### config.mk
export PLATFORM = sky130hd
export DESIGN_NAME = key_value_attribute_parser_flat
export DESIGN_NICKNAME = d
export VERILOG_FILES = /design/src/kvap_pkg.sv /design/src/kvap_if.sv /design/src/kvap_front.sv /design/src/kvap_queue.sv /design/src/kvap_back.sv /design/src/key_value_attribute_parser.sv /design/src/flat_wrapper.sv
export SDC_FILE = /design/constraint.sdc
export NUM_CORES = 1
export LEC_CHECK = 0
export ABC_AREA = 0
export BUFFER_PORTS_ARGS = -buffer_cell sky130_fd_sc_hd__buf_2
export CORE_MARGIN = 8
export CORE_UTILIZATION = 25
export DETAILED_ROUTE_END_ITERATION = 10
export PLACE_DENSITY_LB_ADDON = 0.2
export SYNTH_ARGS = -nofsm -noshare
export SYNTH_HDL_FRONTEND = slang
export SYNTH_SLANG_ARGS = --single-unit
### constraint.sdc
create_clock -name i_clk -period 5.45 [get_ports i_clk]
set_clock_uncertainty 0.1 [all_clocks]
set_input_delay 0.2725 -clock i_clk [delete_from_list [all_inputs] [get_ports i_clk]]
set_output_delay 0.2725 -clock i_clk [all_outputs]
set_load 0.005 [all_outputs]
### src/kvap_pkg.sv
// ----------------------------------------------------------------------------
// kvap_pkg
// Shared types and codes of the key/value attribute parser: result kinds,
// one result record, the bundle of results that one character produces and the parser state.
// ----------------------------------------------------------------------------
package kvap_pkg;

    // result kinds
    localparam logic [1:0] K_CHAR    = 2'd0;
    localparam logic [1:0] K_ACCEPT  = 2'd1;
    localparam logic [1:0] K_DISCARD = 2'd2;
    localparam logic [1:0] K_DONE    = 2'd3;

    // most results one character can cause
    localparam int RES_MAX = 3;

    // one result
    typedef struct packed {
        logic [1:0] kind;
        logic       key_id;
        logic [7:0] ch;
    } t_res;

    // all results of one character, slot 0 first
    typedef struct packed {
        logic [1:0]               cnt;
        t_res [RES_MAX-1:0]       res;
    } t_bundle;

    // parser state
    typedef struct packed {
        logic [2:0] phase;
        logic [2:0] key_pos;
        logic       lab_match;
        logic       col_match;
        logic       cur_key;
        logic       nonempty;
    } t_pst;

endpackage

### src/kvap_if.sv
// ----------------------------------------------------------------------------
// kvap_in_if / kvap_out_if
// Valid/ready channels of the parser: characters in, results out.
// ----------------------------------------------------------------------------
interface kvap_in_if;
    logic       valid;
    logic       ready;
    logic [7:0] in_char;
    logic       end_of_text;

    modport source (output valid, output in_char, output end_of_text, input ready);
    modport sink   (input valid, input in_char, input end_of_text, output ready);
endinterface

interface kvap_out_if;
    logic       valid;
    logic       ready;
    logic [1:0] kind;
    logic       key_id;
    logic [7:0] out_char;
    logic       last_result;

    modport source (output valid, output kind, output key_id, output out_char,
                    output last_result, input ready);
    modport sink   (input valid, input kind, input key_id, input out_char,
                    input last_result, output ready);
endinterface

### src/kvap_front.sv
// ----------------------------------------------------------------------------
// kvap_front
// Parser front end: takes one character per cycle while the queue has room,
// steps the parse state and pushes its bundle of results into the queue.
// ----------------------------------------------------------------------------
module kvap_front
    import kvap_pkg::*;
(
    input  logic             i_clk,
    input  logic             i_rst_n,
    kvap_in_if.sink          i_in,
    input  logic             i_q_ready,
    output logic             o_push,
    output t_bundle          o_bundle
);

    // parse phases
    localparam logic [2:0] PH_KEY_SPACE   = 3'd0;
    localparam logic [2:0] PH_KEY         = 3'd1;
    localparam logic [2:0] PH_EQ_SPACE    = 3'd2;
    localparam logic [2:0] PH_VALUE_SPACE = 3'd3;
    localparam logic [2:0] PH_QUOTED      = 3'd4;
    localparam logic [2:0] PH_ESCAPED     = 3'd5;
    localparam logic [2:0] PH_BARE        = 3'd6;
    localparam logic [2:0] PH_STOPPED     = 3'd7;

    // characters of interest
    localparam logic [7:0] CH_SPACE = 8'h20;
    localparam logic [7:0] CH_TAB   = 8'h09;
    localparam logic [7:0] CH_CR    = 8'h0D;
    localparam logic [7:0] CH_LF    = 8'h0A;
    localparam logic [7:0] CH_FF    = 8'h0C;
    localparam logic [7:0] CH_DEL   = 8'h7F;
    localparam logic [7:0] CH_QUOTE = 8'h22;
    localparam logic [7:0] CH_EQ    = 8'h3D;
    localparam logic [7:0] CH_BSL   = 8'h5C;

    localparam logic [7:0] WORD_LABEL [5] = '{8'h6C, 8'h61, 8'h62, 8'h65, 8'h6C};
    localparam logic [7:0] WORD_COLOR [5] = '{8'h63, 8'h6F, 8'h6C, 8'h6F, 8'h72};

    localparam t_pst PST_RESET = '{phase: PH_KEY_SPACE, key_pos: 3'd0, lab_match: 1'b1,
                                   col_match: 1'b1, cur_key: 1'b0, nonempty: 1'b0};

    // outcome of one look at the character
    typedef struct packed {
        t_pst st;
        logic again;
        logic emit;
        t_res res;
    } t_hstep;

    function automatic logic is_ws(logic [7:0] c);
        return c == CH_SPACE || c == CH_TAB || c == CH_CR || c == CH_LF || c == CH_FF;
    endfunction

    function automatic logic is_keych(logic [7:0] c);
        return c > CH_SPACE && c < CH_DEL && c != CH_QUOTE && c != CH_EQ;
    endfunction

    // advance the key match by one character
    function automatic t_pst key_char(t_pst s, logic [7:0] c);
        t_pst r;
        r = s;
        if (s.key_pos < 3'd5) begin
            if (c != WORD_LABEL[s.key_pos]) r.lab_match = 1'b0;
            if (c != WORD_COLOR[s.key_pos]) r.col_match = 1'b0;
        end else begin
            r.lab_match = 1'b0;
            r.col_match = 1'b0;
        end
        if (s.key_pos < 3'd7) r.key_pos = s.key_pos + 3'd1;
        return r;
    endfunction

    // one parse step in the current phase
    function automatic t_hstep handle(t_pst s, logic [7:0] c, logic eot);
        t_hstep h;
        h.st         = s;
        h.again      = 1'b0;
        h.emit       = 1'b0;
        h.res.kind   = K_DISCARD;
        h.res.key_id = s.cur_key;
        h.res.ch     = 8'h00;
        unique case (s.phase)
            PH_KEY_SPACE: begin
                if (!is_ws(c)) begin
                    if (is_keych(c)) begin
                        h.st           = PST_RESET;
                        h.st           = key_char(h.st, c);
                        h.st.phase     = PH_KEY;
                        h.st.nonempty  = s.nonempty;
                    end else begin
                        h.emit     = 1'b1;
                        h.st.phase = PH_STOPPED;
                    end
                end
            end
            PH_KEY: begin
                if (is_keych(c)) begin
                    h.st = key_char(s, c);
                end else if (s.key_pos == 3'd5 && (s.lab_match || s.col_match)) begin
                    h.st.cur_key = s.col_match;
                    h.st.phase   = PH_EQ_SPACE;
                    h.again      = 1'b1;
                end else begin
                    h.emit     = 1'b1;
                    h.st.phase = PH_STOPPED;
                end
            end
            PH_EQ_SPACE: begin
                if (!is_ws(c)) begin
                    if (c == CH_EQ) begin
                        h.st.phase = PH_VALUE_SPACE;
                    end else begin
                        h.emit     = 1'b1;
                        h.st.phase = PH_STOPPED;
                    end
                end
            end
            PH_VALUE_SPACE: begin
                if (!is_ws(c)) begin
                    h.st.nonempty = 1'b0;
                    if (c == CH_QUOTE) begin
                        h.st.phase = PH_QUOTED;
                    end else if (is_keych(c)) begin
                        h.emit        = 1'b1;
                        h.res.kind    = K_CHAR;
                        h.res.ch      = c;
                        h.st.nonempty = 1'b1;
                        h.st.phase    = PH_BARE;
                    end else begin
                        h.emit     = 1'b1;
                        h.st.phase = PH_STOPPED;
                    end
                end
            end
            PH_QUOTED: begin
                if (c == CH_BSL) begin
                    if (eot) begin
                        h.st.nonempty = 1'b0;
                        h.emit        = 1'b1;
                        h.st.phase    = PH_STOPPED;
                    end else begin
                        h.st.phase = PH_ESCAPED;
                    end
                end else if (c == CH_QUOTE) begin
                    h.emit = 1'b1;
                    if (s.nonempty) begin
                        h.res.kind = K_ACCEPT;
                        h.st.phase = PH_KEY_SPACE;
                    end else begin
                        h.st.phase = PH_STOPPED;
                    end
                end else begin
                    h.emit        = 1'b1;
                    h.res.kind    = K_CHAR;
                    h.res.ch      = c;
                    h.st.nonempty = 1'b1;
                end
            end
            PH_ESCAPED: begin
                h.emit        = 1'b1;
                h.res.kind    = K_CHAR;
                h.res.ch      = c;
                h.st.nonempty = 1'b1;
                h.st.phase    = PH_QUOTED;
            end
            PH_BARE: begin
                h.emit = 1'b1;
                if (is_keych(c)) begin
                    h.res.kind = K_CHAR;
                    h.res.ch   = c;
                end else begin
                    h.res.kind = K_ACCEPT;
                    h.st.phase = PH_KEY_SPACE;
                    h.again    = 1'b1;
                end
            end
            default: begin
                h.st.phase = PH_STOPPED;
            end
        endcase
        return h;
    endfunction

    t_pst    r_st;
    t_pst    n_st;
    t_pst    s_mid;
    t_hstep  h1;
    t_hstep  h2;
    t_res    cand     [4];
    logic    cand_v   [4];
    logic [2:0] res_cnt;
    t_bundle bnd;
    logic    accept;

    assign i_in.ready = i_q_ready;
    assign accept     = i_in.valid && i_q_ready;

    // up to two looks at the character, then the end-of-text wrap-up
    always_comb begin
        h1    = handle(r_st, i_in.in_char, i_in.end_of_text);
        h2    = handle(h1.st, i_in.in_char, i_in.end_of_text);
        s_mid = h1.again ? h2.st : h1.st;

        cand[0]   = h1.res;
        cand_v[0] = h1.emit;
        cand[1]   = h2.res;
        cand_v[1] = h1.again && h2.emit;

        cand[2].kind   = K_DISCARD;
        cand[2].key_id = s_mid.cur_key;
        cand[2].ch     = 8'h00;
        cand_v[2]      = 1'b0;
        if (i_in.end_of_text) begin
            case (s_mid.phase) inside
                PH_KEY, PH_EQ_SPACE, PH_VALUE_SPACE: begin
                    cand_v[2] = 1'b1;
                end
                PH_QUOTED, PH_ESCAPED, PH_BARE: begin
                    cand_v[2]    = 1'b1;
                    cand[2].kind = s_mid.nonempty ? K_ACCEPT : K_DISCARD;
                end
                default: begin
                    cand_v[2] = 1'b0;
                end
            endcase
        end

        cand[3].kind   = K_DONE;
        cand[3].key_id = 1'b0;
        cand[3].ch     = 8'h00;
        cand_v[3]      = i_in.end_of_text;

        n_st = i_in.end_of_text ? PST_RESET : s_mid;
    end

    // pack the candidates into result slots, extras dropped
    always_comb begin
        bnd     = '0;
        res_cnt = 3'd0;
        for (int i = 0; i < 4; i++) begin
            if (cand_v[i] && res_cnt < 3'(RES_MAX)) begin
                bnd.res[res_cnt[1:0]] = cand[i];
                res_cnt               = res_cnt + 3'd1;
            end
        end
        bnd.cnt = res_cnt[1:0];
    end

    assign o_push   = accept && (res_cnt != 3'd0);
    assign o_bundle = bnd;

    // parse state
    always_ff @(posedge i_clk) begin
        if (!i_rst_n) begin
            r_st <= PST_RESET;
        end else if (accept) begin
            r_st <= n_st;
        end
    end

    // every text ends back at the start state
    a_eot_restart: assert property (@(posedge i_clk) disable iff (!i_rst_n)
        accept && i_in.end_of_text |=> r_st == PST_RESET)
        else $error("parse state not restarted after end of text");

    // empty bundles never enter the queue
    a_push_nonempty: assert property (@(posedge i_clk) disable iff (!i_rst_n)
        o_push |-> o_bundle.cnt != 2'd0)
        else $error("empty bundle pushed");

endmodule

### src/kvap_queue.sv
// ----------------------------------------------------------------------------
// kvap_queue
// Short first-in first-out queue of result bundles between parser and output.
// ----------------------------------------------------------------------------
module kvap_queue
    import kvap_pkg::*;
#(
    parameter int DEPTH = 4
)
(
    input  logic    i_clk,
    input  logic    i_rst_n,
    input  logic    i_push,
    input  t_bundle i_bundle,
    output logic    o_ready,
    output logic    o_valid,
    output t_bundle o_head,
    input  logic    i_pop
);

    localparam int PTR_W = (DEPTH > 1) ? $clog2(DEPTH) : 1;
    localparam int CNT_W = $clog2(DEPTH + 1);

    t_bundle            r_mem [DEPTH];
    logic [PTR_W-1:0]   r_wr_ptr;
    logic [PTR_W-1:0]   r_rd_ptr;
    logic [CNT_W-1:0]   r_cnt;
    logic [PTR_W-1:0]   n_wr_ptr;
    logic [PTR_W-1:0]   n_rd_ptr;

    assign o_ready = (r_cnt != CNT_W'(DEPTH));
    assign o_valid = (r_cnt != '0);
    assign o_head  = r_mem[r_rd_ptr];

    // pointer wrap
    assign n_wr_ptr = (r_wr_ptr == PTR_W'(DEPTH - 1)) ? '0 : r_wr_ptr + PTR_W'(1);
    assign n_rd_ptr = (r_rd_ptr == PTR_W'(DEPTH - 1)) ? '0 : r_rd_ptr + PTR_W'(1);

    // storage
    always_ff @(posedge i_clk) begin
        if (i_push) begin
            r_mem[r_wr_ptr] <= i_bundle;
        end
    end

    // pointers and fill count
    always_ff @(posedge i_clk) begin
        if (!i_rst_n) begin
            r_wr_ptr <= '0;
            r_rd_ptr <= '0;
            r_cnt    <= '0;
        end else begin
            if (i_push) r_wr_ptr <= n_wr_ptr;
            if (i_pop)  r_rd_ptr <= n_rd_ptr;
            case ({i_push, i_pop})
                2'b10:   r_cnt <= r_cnt + CNT_W'(1);
                2'b01:   r_cnt <= r_cnt - CNT_W'(1);
                default: r_cnt <= r_cnt;
            endcase
        end
    end

    a_no_overflow: assert property (@(posedge i_clk) disable iff (!i_rst_n)
        i_push |-> o_ready)
        else $error("push into full queue");

    a_no_underflow: assert property (@(posedge i_clk) disable iff (!i_rst_n)
        i_pop |-> o_valid)
        else $error("pop from empty queue");

endmodule

### src/kvap_back.sv
// ----------------------------------------------------------------------------
// kvap_back
// Output side: walks the head bundle's results into an output register one
// per cycle while the output is taken, and flags each character's last result.
// ----------------------------------------------------------------------------
module kvap_back
    import kvap_pkg::*;
(
    input  logic       i_clk,
    input  logic       i_rst_n,
    input  logic       i_q_valid,
    input  t_bundle    i_head,
    output logic       o_pop,
    kvap_out_if.source o_out
);

    logic [1:0] r_sub;
    logic       r_valid;
    t_res       r_res;
    logic       r_last;
    t_res       sel;
    logic       sel_last;
    logic       load_ok;

    // pick the current slot of the head bundle
    always_comb begin
        case (r_sub)
            2'd0:    sel = i_head.res[0];
            2'd1:    sel = i_head.res[1];
            default: sel = i_head.res[2];
        endcase
    end

    assign sel_last = (r_sub == i_head.cnt - 2'd1);
    assign load_ok  = !r_valid || o_out.ready;
    assign o_pop    = load_ok && i_q_valid && sel_last;

    // slot counter and output valid
    always_ff @(posedge i_clk) begin
        if (!i_rst_n) begin
            r_sub   <= 2'd0;
            r_valid <= 1'b0;
        end else if (load_ok) begin
            r_valid <= i_q_valid;
            if (i_q_valid) begin
                r_sub <= sel_last ? 2'd0 : r_sub + 2'd1;
            end
        end
    end

    // output payload
    always_ff @(posedge i_clk) begin
        if (load_ok && i_q_valid) begin
            r_res  <= sel;
            r_last <= sel_last;
        end
    end

    assign o_out.valid       = r_valid;
    assign o_out.kind        = r_res.kind;
    assign o_out.key_id      = r_res.key_id;
    assign o_out.out_char    = r_res.ch;
    assign o_out.last_result = r_last;

    a_sub_in_range: assert property (@(posedge i_clk) disable iff (!i_rst_n)
        i_q_valid |-> r_sub < i_head.cnt)
        else $error("result slot beyond bundle count");

endmodule

### src/key_value_attribute_parser.sv
// ----------------------------------------------------------------------------
// key_value_attribute_parser
// Top level: parser front end, bundle queue and result serializer.
// ----------------------------------------------------------------------------
// The block takes one character of an attribute text per cycle as long as its
// result queue (QUEUE_DEPTH bundles) has room, and produces one result per
// cycle at the output register while the output is taken. A character causes
// zero to three results; a character with at most one result therefore keeps
// up with one character per cycle, while one with more results holds the
// output for each of them, and the queue absorbs such bursts. An accepted
// character's first result passes through the queue and then the output
// register. Value characters come out tagged with their key, followed by a
// pair accepted or discarded result and, at the end of the text, a text
// finished result; the last result of each character carries last_result.
// ----------------------------------------------------------------------------
module key_value_attribute_parser
    import kvap_pkg::*;
#(
    parameter int QUEUE_DEPTH = 4
)
(
    input  logic       i_clk,
    input  logic       i_rst_n,
    kvap_in_if.sink    i_in,
    kvap_out_if.source o_out
);

    logic    push;
    t_bundle push_bundle;
    logic    q_ready;
    logic    q_valid;
    t_bundle q_head;
    logic    pop;

    // classify characters and build result bundles
    kvap_front u_front (
        .i_clk     (i_clk),
        .i_rst_n   (i_rst_n),
        .i_in      (i_in),
        .i_q_ready (q_ready),
        .o_push    (push),
        .o_bundle  (push_bundle)
    );

    // decouple parser and output
    kvap_queue #(
        .DEPTH (QUEUE_DEPTH)
    ) u_queue (
        .i_clk    (i_clk),
        .i_rst_n  (i_rst_n),
        .i_push   (push),
        .i_bundle (push_bundle),
        .o_ready  (q_ready),
        .o_valid  (q_valid),
        .o_head   (q_head),
        .i_pop    (pop)
    );

    // deliver results one per transaction
    kvap_back u_back (
        .i_clk     (i_clk),
        .i_rst_n   (i_rst_n),
        .i_q_valid (q_valid),
        .i_head    (q_head),
        .o_pop     (pop),
        .o_out     (o_out)
    );

endmodule
### src/flat_wrapper.sv
// flat-port wrapper written by rule: the top's interface ports become plain ports
module key_value_attribute_parser_flat import kvap_pkg::*;
#(
    parameter int QUEUE_DEPTH = 4
)
  (i_clk, i_rst_n, i_in_valid, i_in_in_char, i_in_end_of_text, i_in_ready, o_out_valid, o_out_kind, o_out_key_id, o_out_out_char, o_out_last_result, o_out_ready);
  kvap_in_if i_in_i ();
  kvap_out_if o_out_i ();
  input  logic i_clk;
  input  logic i_rst_n;
  input wire logic [$bits(i_in_i.valid)-1:0] i_in_valid;
  input wire logic [$bits(i_in_i.in_char)-1:0] i_in_in_char;
  input wire logic [$bits(i_in_i.end_of_text)-1:0] i_in_end_of_text;
  output wire logic [$bits(i_in_i.ready)-1:0] i_in_ready;
  output wire logic [$bits(o_out_i.valid)-1:0] o_out_valid;
  output wire logic [$bits(o_out_i.kind)-1:0] o_out_kind;
  output wire logic [$bits(o_out_i.key_id)-1:0] o_out_key_id;
  output wire logic [$bits(o_out_i.out_char)-1:0] o_out_out_char;
  output wire logic [$bits(o_out_i.last_result)-1:0] o_out_last_result;
  input wire logic [$bits(o_out_i.ready)-1:0] o_out_ready;
  assign i_in_i.valid = i_in_valid;
  assign i_in_i.in_char = i_in_in_char;
  assign i_in_i.end_of_text = i_in_end_of_text;
  assign i_in_ready = i_in_i.ready;
  assign o_out_valid = o_out_i.valid;
  assign o_out_kind = o_out_i.kind;
  assign o_out_key_id = o_out_i.key_id;
  assign o_out_out_char = o_out_i.out_char;
  assign o_out_last_result = o_out_i.last_result;
  assign o_out_i.ready = o_out_ready;
  key_value_attribute_parser #(.QUEUE_DEPTH(QUEUE_DEPTH)) u_core (.i_clk(i_clk), .i_rst_n(i_rst_n), .i_in(i_in_i), .o_out(o_out_i));
endmodule
==> flow_metrics.tcl, run 1 <==
set metrics [dict create \
    switching_share_pct 30.0 \
    syn_inst 548 \
    postCtsHoldBufs 0 \
    worst_slew_pin_slew_ns 0.744 \
    synth_edf_count 120 \
    antenna_found_initial 0 \
    p_int_mw 2.56 \
    clock_path_buffers 2 \
    synth_seq_cells 142 \
    p_comb_share_pct 27.0 \
    synthTopCellsByArea "edfxtp_1 (50%), mux4_2 (8.4%), dfxtp_1 (6.1%)" \
    grt.overflow.total 0 \
    grt_pass1_wl_mm 29.8 \
    grt_max_degree 28 \
    post-route-util_pct 30.4 \
    cp-startpoint "u_core.u_front.r_st[5]" \
    wirelength_mm 19.2 \
    ys_types 78 \
    track_usage_pct 11.6 \
    area_delta_synth_final_pct 20.1 \
    crit_path_max_fanout 4 \
    drive_gt1_share_pct 22.9 \
    via_per_inst 4.77 \
    initial_core_util_pct 25.3 \
    place_congestion 0.840 \
    slew_headroom_pct 50.4 \
    layout_min_cycle_time_ns 5.02 \
    critPathRequiredTime_ns 5.68 \
    tritoncts "built" \
    synth_top_area_share_pct 49.9 \
    first_global_vias 5030 \
    rsz0062_at_grt "false" \
    clk_latency_ns 0.41 \
    cts_root_buf "clkbuf_16" \
    dp_hpwl_mm 13.7 \
    h-tree-depth 4 \
    row_count 62 \
    setup_viol 0 \
    drc 0 \
    portBuffers 26 \
    vdd_drop_max_mv 0.206 \
    dr.pass1.iters 5 \
    hold_slack_ns 0.0414 \
    status "finished clean" \
    yosysWarnings 0 \
    final-hold-violation-count 0 \
    fillers 2930 \
    rr_startpoint "u_core.u_front.r_st[5]" \
    cts-buffers-inserted 17 \
    nNetsFinal 664 \
    insertedDiodeCount 0 \
    slew_viol_final 0 \
    clock.fmax_mhz 199 \
    pwr-share-seq_pct 40.1 \
    yosysSeqAreaShare_pct 56.0 \
    synthArstFlopShare_pct 0 \
    hold_path.class "in2reg" \
    p_sw_mw 1.10 \
    p_per_area_nw_per_um2 423 \
    leakage_nw 3.02 \
    die_h_um 186 \
    die_area_um2 34600 \
    place_inst 993 \
    clkSlewWorstSetupHoldPaths_ns 0.07 \
    avgSynthCellArea_um2 13.2 \
    hold_start "o_out_ready" \
    maxCapViolCount 0 \
    io_pins 27 \
    dieWidth_um 186 \
    critical_path_arrival_ns 5.25 \
    ant_nets 0 \
    synth_area_um2 7220 \
    synth_top_area_cell "edfxtp_1" \
    period_share_pct 92.1 \
    startpoint_type "register" \
    fin_tns_setup_ns 0 \
    fin_cells 1025 \
    initialDrtViolationCount 361 \
    wl_per_cell_um 18.8 \
    core_area_um2 28500 \
    routed-via-count 4893 \
    dominantRegCellSynth "edfxtp_1" \
    worstSetupPathType "reg2reg" \
    pwr-share-clk_pct 32.8 \
    cts_setup_buffers 0 \
    cts.sinks 142 \
    worstSetupEndpointType "register" \
]
[final cells by class]
class	instances	area [um2]	area share (%)
inverter	20	75.1	0.866
sequential	142	4050	46.7
clock inverter	14	180	2.08
timing repair buffer	59	428	4.94
clock buffer	18	429	4.95
tap	384	480	5.54
multi-input combinational	388	3020	34.9
[cells in the final DEF, fill, tap and decap left out, types with 5 or more instances in the layout]
master and count:
a21oi_1 20, o211ai_1 5, buf_2 26, o21ai_0 28, edfxtp_1 120, a21boi_0 8, buf_4 29, dfxtp_1 18
nand2_1 38, mux4_2 27, nand3_1 15, nor2b_1 7, or3_1 6, nor3_1 14, ha_1 21, nor2_1 25
nand2b_1 5, o211a_1 6, conb_1 32, and2_2 5, nand4_1 5, inv_6 5, nor3b_1 6, a31oi_1 10
and2_1 14, clkbuf_16 17, inv_1 18, a22o_1 8
[logic make-up (layout without fill, tap and decap cells)]
kind of cell / Yosys count / count (layout) / synth area share [%]
other cells: 1 / 32 / 0.0520
mux: 30 / 30 / 8.84
fa+ha+maj: 23 / 23 / 4.20
buf+inv: 49 / 111 / 3.83
simple gates: 165 / 165 / 12.9
xor+xnor: 7 / 7 / 0.850
compound gates: 131 / 131 / 13.3
flops: 142 / 142 / 56.0
[cell usage after synthesis (14+ instances only)]
cell type and count:
nor2_1 25, nand3_1 15, dfxtp_1 22, ha_1 21, nand2_1 38, mux4_2 27
a21oi_1 20, inv_1 18, edfxtp_1 120, and2_1 14, nor3_1 14, o21ai_0 29
[flip-flops by register name, indices dropped and copies added, names as in the netlist, named ones only]
register and cells:
u_core.u_back.o_out.kind 2, u_core.u_back.o_out.last_result 1, u_core.u_queue.r_wr_ptr 2, u_core.u_queue.r_rd_ptr 2, u_core.u_front.cand 1, u_core.u_back.r_sub 2, u_core.u_back.o_out.key_id 1, u_core.u_queue.r_cnt 3
u_core.u_front.r_st 9, u_core.u_back.o_out.valid 1, u_core.u_queue.r_mem 108, u_core.u_back.o_out.out_char 8
[per-stage QoR]
step	total power, mW	worst slack [ns]	cell area [um2]
after global placement	2.49	0.211	8040
after detailed placement	2.50	0.178	8040
final	3.66	0.428	8670
after CTS	3.73	0.197	8650
after floorplan	2.15	0.233	7330
after global routing	3.89	0.0467	8670
[path summary, 6_finish.rpt]
| check | endpoint | slack, ns | depth (start not counted) |
|---|---|---|---|
| max | u_core.u_queue.r_cnt[2] | 0.43 | 20 |
| min | u_core.u_back.o_out.valid | 0.04 | 4 |
| max reg2reg | u_core.u_queue.r_cnt[2] | 0.43 | 20 |
| min reg2reg | u_core.u_back.o_out.valid | 0.38 | 2 |
[routing by layer]
layer / track usage, % / routed length [um]
met1: 14.6 / 8870
met2: 19.3 / 9250
met3: 2.50 / 703
met4: 3.84 / 417
met5: 0 / 0
[power groups by stage]
stage / logic (mW) / clock network, mW / registers [mW]
final: 0.990 / 1.20 / 1.47
after global routing: 1.11 / 1.29 / 1.49
after CTS: 1.01 / 1.24 / 1.47
after global placement: 1.00 / 0 / 1.49
after floorplan: 0.660 / 0 / 1.49
after detailed placement: 1.01 / 0 / 1.50
[what timing repair did]
action	in CTS	in global routing
endpoints found under the setup margin	0	1
endpoints found under the hold margin	0	0
resized for setup	0	6
[critical path, stage by stage (launching register included)]
cell and delay [ns]:
dfxtp_1 0.32, inv_1 0.13, ha_1 0.19, o211ai_1 0.21, a221o_2 0.44, o41ai_2 0.30, o31ai_1 0.18, or3_1 0.42
nand2_1 0.11, nor2_1 0.06, fa_1 0.51, inv_1 0.07, ha_1 0.29, nor2_1 0.06, a211oi_2 0.24, inv_1 0.11
ha_1 0.23, fa_1 0.39, xnor2_1 0.14, or3_1 0.30, a21boi_0 0.17
No activity file was read; power rests on OpenSTA's default activity.
==> inputs of run 2 (changes only) <==
Settings changed: CTS_BUF_LIST set to sky130_fd_sc_hd__clkbuf_4.
==> flow_metrics.tcl, run 2 (synthesized netlist as in run 1, its figures left out) <==
set metrics [dict create \
    status "finished clean" \
    grt_max_degree 28 \
    row_count 62 \
    routed-via-count 4888 \
    dieWidth_um 186 \
    clock.fmax_mhz 197 \
    layout_min_cycle_time_ns 5.08 \
    antenna_found_initial 1 \
    met1_usage_pct 14.6 \
    first_global_vias 5020 \
    period_share_pct 93.2 \
    maxCapViolCount 0 \
    seq_area_um2 4050 \
    place_ws_ns 0.178 \
    setup_viol 0 \
    via_per_inst 4.75 \
    global_route.peak_usage_layer "met2" \
    crit_slowest_cell "fa_1" \
    cts_setup_buffers 0 \
    die_h_um 186 \
    clkSlewWorstSetupHoldPaths_ns 0.14 \
    critical_path_arrival_ns 5.43 \
    fillers 2963 \
    power_mw 3.21 \
    multi_input_comb_area_um2 3030 \
    r2r_cells 20 \
    worstSetupPathType "reg2reg" \
    dp_hpwl_mm 13.7 \
    dr.pass1.iters 5 \
    die_area_um2 34600 \
    worst_slew_pin_slew_ns 0.741 \
    clock_path_buffers 2 \
    grt.overflow.total 0 \
    nNetsFinal 666 \
    final_common_cell "edfxtp_1" \
    place_congestion 0.840 \
    wirelength_mm 19.2 \
    tritoncts "built" \
    clk_latency_ns 0.53 \
    cts.sinks 142 \
    worstSetupEndpointType "register" \
    slew_headroom_pct 50.6 \
    vdd_drop_max_mv 0.140 \
    portBuffers 26 \
    grtUsageMet2_pct 19.3 \
    cts-buffers-inserted 17 \
    track_usage_pct 11.5 \
    met3_usage_pct 2.26 \
    final_cell_mix "edfxtp_1 (120), nand2_1 (38), conb_1 (32)" \
    place_inst 993 \
    cts_root_buf "clkbuf_4" \
    wl_per_cell_um 18.7 \
    worst_slack_ns 0.370 \
    startpoint_type "register" \
    drive_gt1_share_pct 23.0 \
    area_delta_synth_final_pct 16.4 \
    fin_cells 1028 \
    drc 0 \
    detailed_place.area_um2 8040 \
    crit_chain "inv_1 -> ha_1 -> o211ai_1 -> a221o_2 -> o41ai_2 -> o31ai_1 -> or3_1 -> nand2_1 -> nor2_1 -> fa_1 -> inv_1 -> ha_1 -> nor2_1 -> a211oi_2 -> inv_1 -> ha_1 -> fa_1 -> xnor2_1 -> or3_1 -> a21boi_0" \
    fin_tns_setup_ns 0 \
    initialDrtViolationCount 398 \
    h-tree-depth 4 \
    final-hold-violation-count 0 \
    top_register "u_core.u_queue.r_mem" \
    io_pins 27 \
    rsz0062_at_grt "false" \
    largest_reg_flops 108 \
    slew_viol_final 0 \
    initial_core_util_pct 25.3 \
    crit_path_max_fanout 4 \
    crit_path_max_incr_delay_ns 0.51 \
    leakage_nw 2.90 \
    worstHoldPathCells 3 \
    core_area_um2 28500 \
    p_per_area_nw_per_um2 383 \
    hold_path.class "in2reg" \
    postLayoutCellArea_um2 8400 \
    ant_nets 0 \
    critPathRequiredTime_ns 5.80 \
    grt_pass1_wl_mm 29.7 \
]
[run 2: layer usage]
metal	vias up	routed length (um)
met2	113	9220
met4	0	444
met5	-	0
met1	2473	8790
met3	25	742
li1	2277	-
[run 2: path summary, 6_finish.rpt]
check	slack (ns)	start	end
worst max register to register	0.37	u_core.u_front.r_st[5]	u_core.u_queue.r_cnt[2]
worst min register to register	0.40	u_core.u_back.o_out.valid	u_core.u_back.o_out.valid
worst max-delay path	0.37	u_core.u_front.r_st[5]	u_core.u_queue.r_cnt[2]
worst min-delay path	0.12	i_in_end_of_text	u_core.u_front.r_st[2]
[run 2: cell type report]
cell class              instances  area share (%)
flip-flops and latches        142            48.2
well taps                     384            5.72
inverters                      20           0.894
repair buffers                 61            5.34
multi-input cells             388            36.1
clock inverters                14            2.15
clock buffers                  18            1.61
diodes                          1          0.0298
[run 2: worst max-delay path, delay by kind of cell (launching register included)]
kind	cells	cell delay (ns)
fa+ha+maj	5	1.61
compound gates	6	1.55
buf+inv	3	0.31
flops	1	0.35
xor+xnor	1	0.14
simple gates	5	0.96
[run 2: report_power, final]
group / internal [mW] / leakage (nW) / switching [mW] / total [mW]
Combinational: 0.420 / 1.44 / 0.570 / 0.990
Clock: 0.334 / 0.170 / 0.421 / 0.755
Sequential: 1.41 / 1.29 / 0.0571 / 1.47
Total: 2.17 / 2.90 / 1.05 / 3.21
[run 2: stage by stage]
step,hold WS [ns],util [%]
2_1_floorplan,0.360,-
3_3_place_gp,0.360,28.2
3_5_place_dp,0.370,28.2
4_1_cts,0.0424,29.3
5_1_grt,0.110,29.4
6_report,0.123,29.4
[run 2: what timing repair did]
| action | 4_1_cts | 5_1_grt |
|---|---|---|
| endpoints found under the hold margin | 4 | 0 |
| resized for setup | 0 | 6 |
| setup endpoints to repair | 0 | 1 |
| hold buffers | 2 | 0 |
==> inputs of run 3 (changes only) <==
Settings changed: GPL_TIMING_DRIVEN set to 0.
==> flow_metrics.tcl, run 3 (synthesized netlist as in run 1, its figures left out) <==
set metrics [dict create \
    status "finished clean" \
    period_share_pct 95.7 \
    wirelength_mm 18.1 \
    largest_reg_flops 108 \
    place_inst 986 \
    first_global_vias 4943 \
    row_count 62 \
    slew_headroom_pct 40.5 \
    clock.fmax_mhz 192 \
    crit_path_max_incr_delay_ns 0.63 \
    hold_slack_ns 0.0531 \
    routed-via-count 4835 \
    track_usage_pct 10.7 \
    setup_viol 0 \
    drive_gt1_share_pct 23.3 \
    fin_cells 1029 \
    io_pins 27 \
    via_per_inst 4.70 \
    cp-startpoint "u_core.u_front.r_st[5]" \
    p_per_area_nw_per_um2 366 \
    dr.pass1.iters 5 \
    layout_min_cycle_time_ns 5.21 \
    worst_slack_ns 0.236 \
    pwr-share-clk_pct 19.6 \
    path_delay_family "adder cells" \
    initialDrtViolationCount 346 \
    p_sw_mw 1.03 \
    ant_nets 0 \
    p_comb_share_pct 32.5 \
    power_mw 3.05 \
    final_cell_mix "edfxtp_1 (120), nand2_1 (37), conb_1 (32)" \
    path_buf_inv 4 \
    wl_per_cell_um 17.6 \
    maxCapViolCount 0 \
    grt.overflow.total 0 \
    cts.sinks 142 \
    fillers 2971 \
    final-hold-violation-count 0 \
    critPathRequiredTime_ns 5.81 \
    hold_path.class "in2reg" \
    hold_start "i_rst_n" \
    dp_hpwl_mm 12.8 \
    clk_latency_ns 0.53 \
    top_register "u_core.u_queue.r_mem" \
    grt_max_degree 28 \
    final_common_cell "edfxtp_1" \
    p_int_mw 2.02 \
    area_delta_synth_final_pct 15.6 \
    die_h_um 186 \
    die_area_um2 34600 \
    initial_core_util_pct 25.3 \
    h-tree-depth 4 \
    nNetsFinal 667 \
    clock_path_buffers 2 \
    worstSetupEndpointType "register" \
    crit_chain "inv_2 -> ha_1 -> o211ai_1 -> a221o_2 -> o41ai_4 -> o31ai_4 -> or3_1 -> buf_6 -> nand2_4 -> nor2_1 -> fa_2 -> inv_2 -> ha_4 -> nor2_1 -> a211oi_2 -> inv_1 -> ha_2 -> fa_1 -> xnor2_1 -> or3_1 -> a21boi_1" \
    cts_root_buf "clkbuf_4" \
    pwr-share-seq_pct 48.0 \
    regToRegSetupSlack_ns 0.24 \
    leakage_nw 2.81 \
    vdd_drop_max_mv 0.125 \
    rsz0062_at_grt "false" \
    dieWidth_um 186 \
    post-route-util_pct 29.2 \
    portBuffers 23 \
    cts-buffers-inserted 17 \
    worstSetupPathType "reg2reg" \
    grt_pass1_wl_mm 28.0 \
    postLayoutCellArea_um2 8340 \
    core_area_um2 28500 \
    startpoint_type "register" \
    drc 0 \
    clkSlewWorstSetupHoldPaths_ns 0.13 \
    place_ws_ns -1.15 \
    antenna_found_initial 1 \
    place_congestion 0.869 \
    switching_share_pct 33.8 \
    crit_slowest_cell "fa_2" \
    tritoncts "built" \
    crit_path_max_fanout 9 \
    critical_path_arrival_ns 5.57 \
    worst_slew_pin_slew_ns 0.892 \
    rr_startpoint "u_core.u_front.r_st[5]" \
    detailed_place.area_um2 7930 \
    slew_viol_final 0 \
    fin_tns_setup_ns 0 \
]
-- run 3: power groups by stage --
stage | clock network (mW) | registers, mW | logic (mW)
after floorplan | 0 | 1.49 | 0.660
after global placement | 0 | 1.49 | 0.960
after detailed placement | 0 | 1.49 | 0.973
after CTS | 0.625 | 1.47 | 0.990
after global routing | 0.667 | 1.48 | 1.11
final | 0.597 | 1.46 | 0.990
-- run 3: final timing paths --
kind,end,cells after the start
setup / recovery,u_core.u_queue.r_cnt[2],21
hold / removal,u_core.u_front.r_st[2],2
setup reg to reg,u_core.u_queue.r_cnt[2],21
hold reg to reg,u_core.u_back.o_out.valid,2
-- run 3: routing by layer --
metal	up-vias	GRT usage, %	part of all wire [%]
met4	0	3.52	1.8
met2	121	17.4	47
met5	-	0	0
li1	2272	-	-
met3	25	2.67	4.4
met1	2417	13.9	47
-- run 3: final cells by class --
cell class	instances	area [um2]	share of cell area [%]
Inverter	20	76.3	0.915
Clock inverter	14	109	1.30
Sequential cell	142	4050	48.5
Timing Repair Buffer	33	193	2.31
Multi-Input combinational cell	388	3100	37.1
Tap cell	384	480	5.76
Antenna cell	1	2.50	0.0300
Buffer	29	201	2.41
Clock buffer	18	135	1.62
-- run 3: repair_timing --
| action | 4_1_cts | 5_1_grt |
|---|---|---|
| setup endpoints to repair | 111 | 109 |
| pin swaps | 1 | 7 |
| hold buffers | 1 | 0 |
| endpoints found under the hold margin | 1 | 0 |
| setup buffers | 1 | 8 |
| cloned | 0 | 0 |
| resized for setup | 11 | 11 |
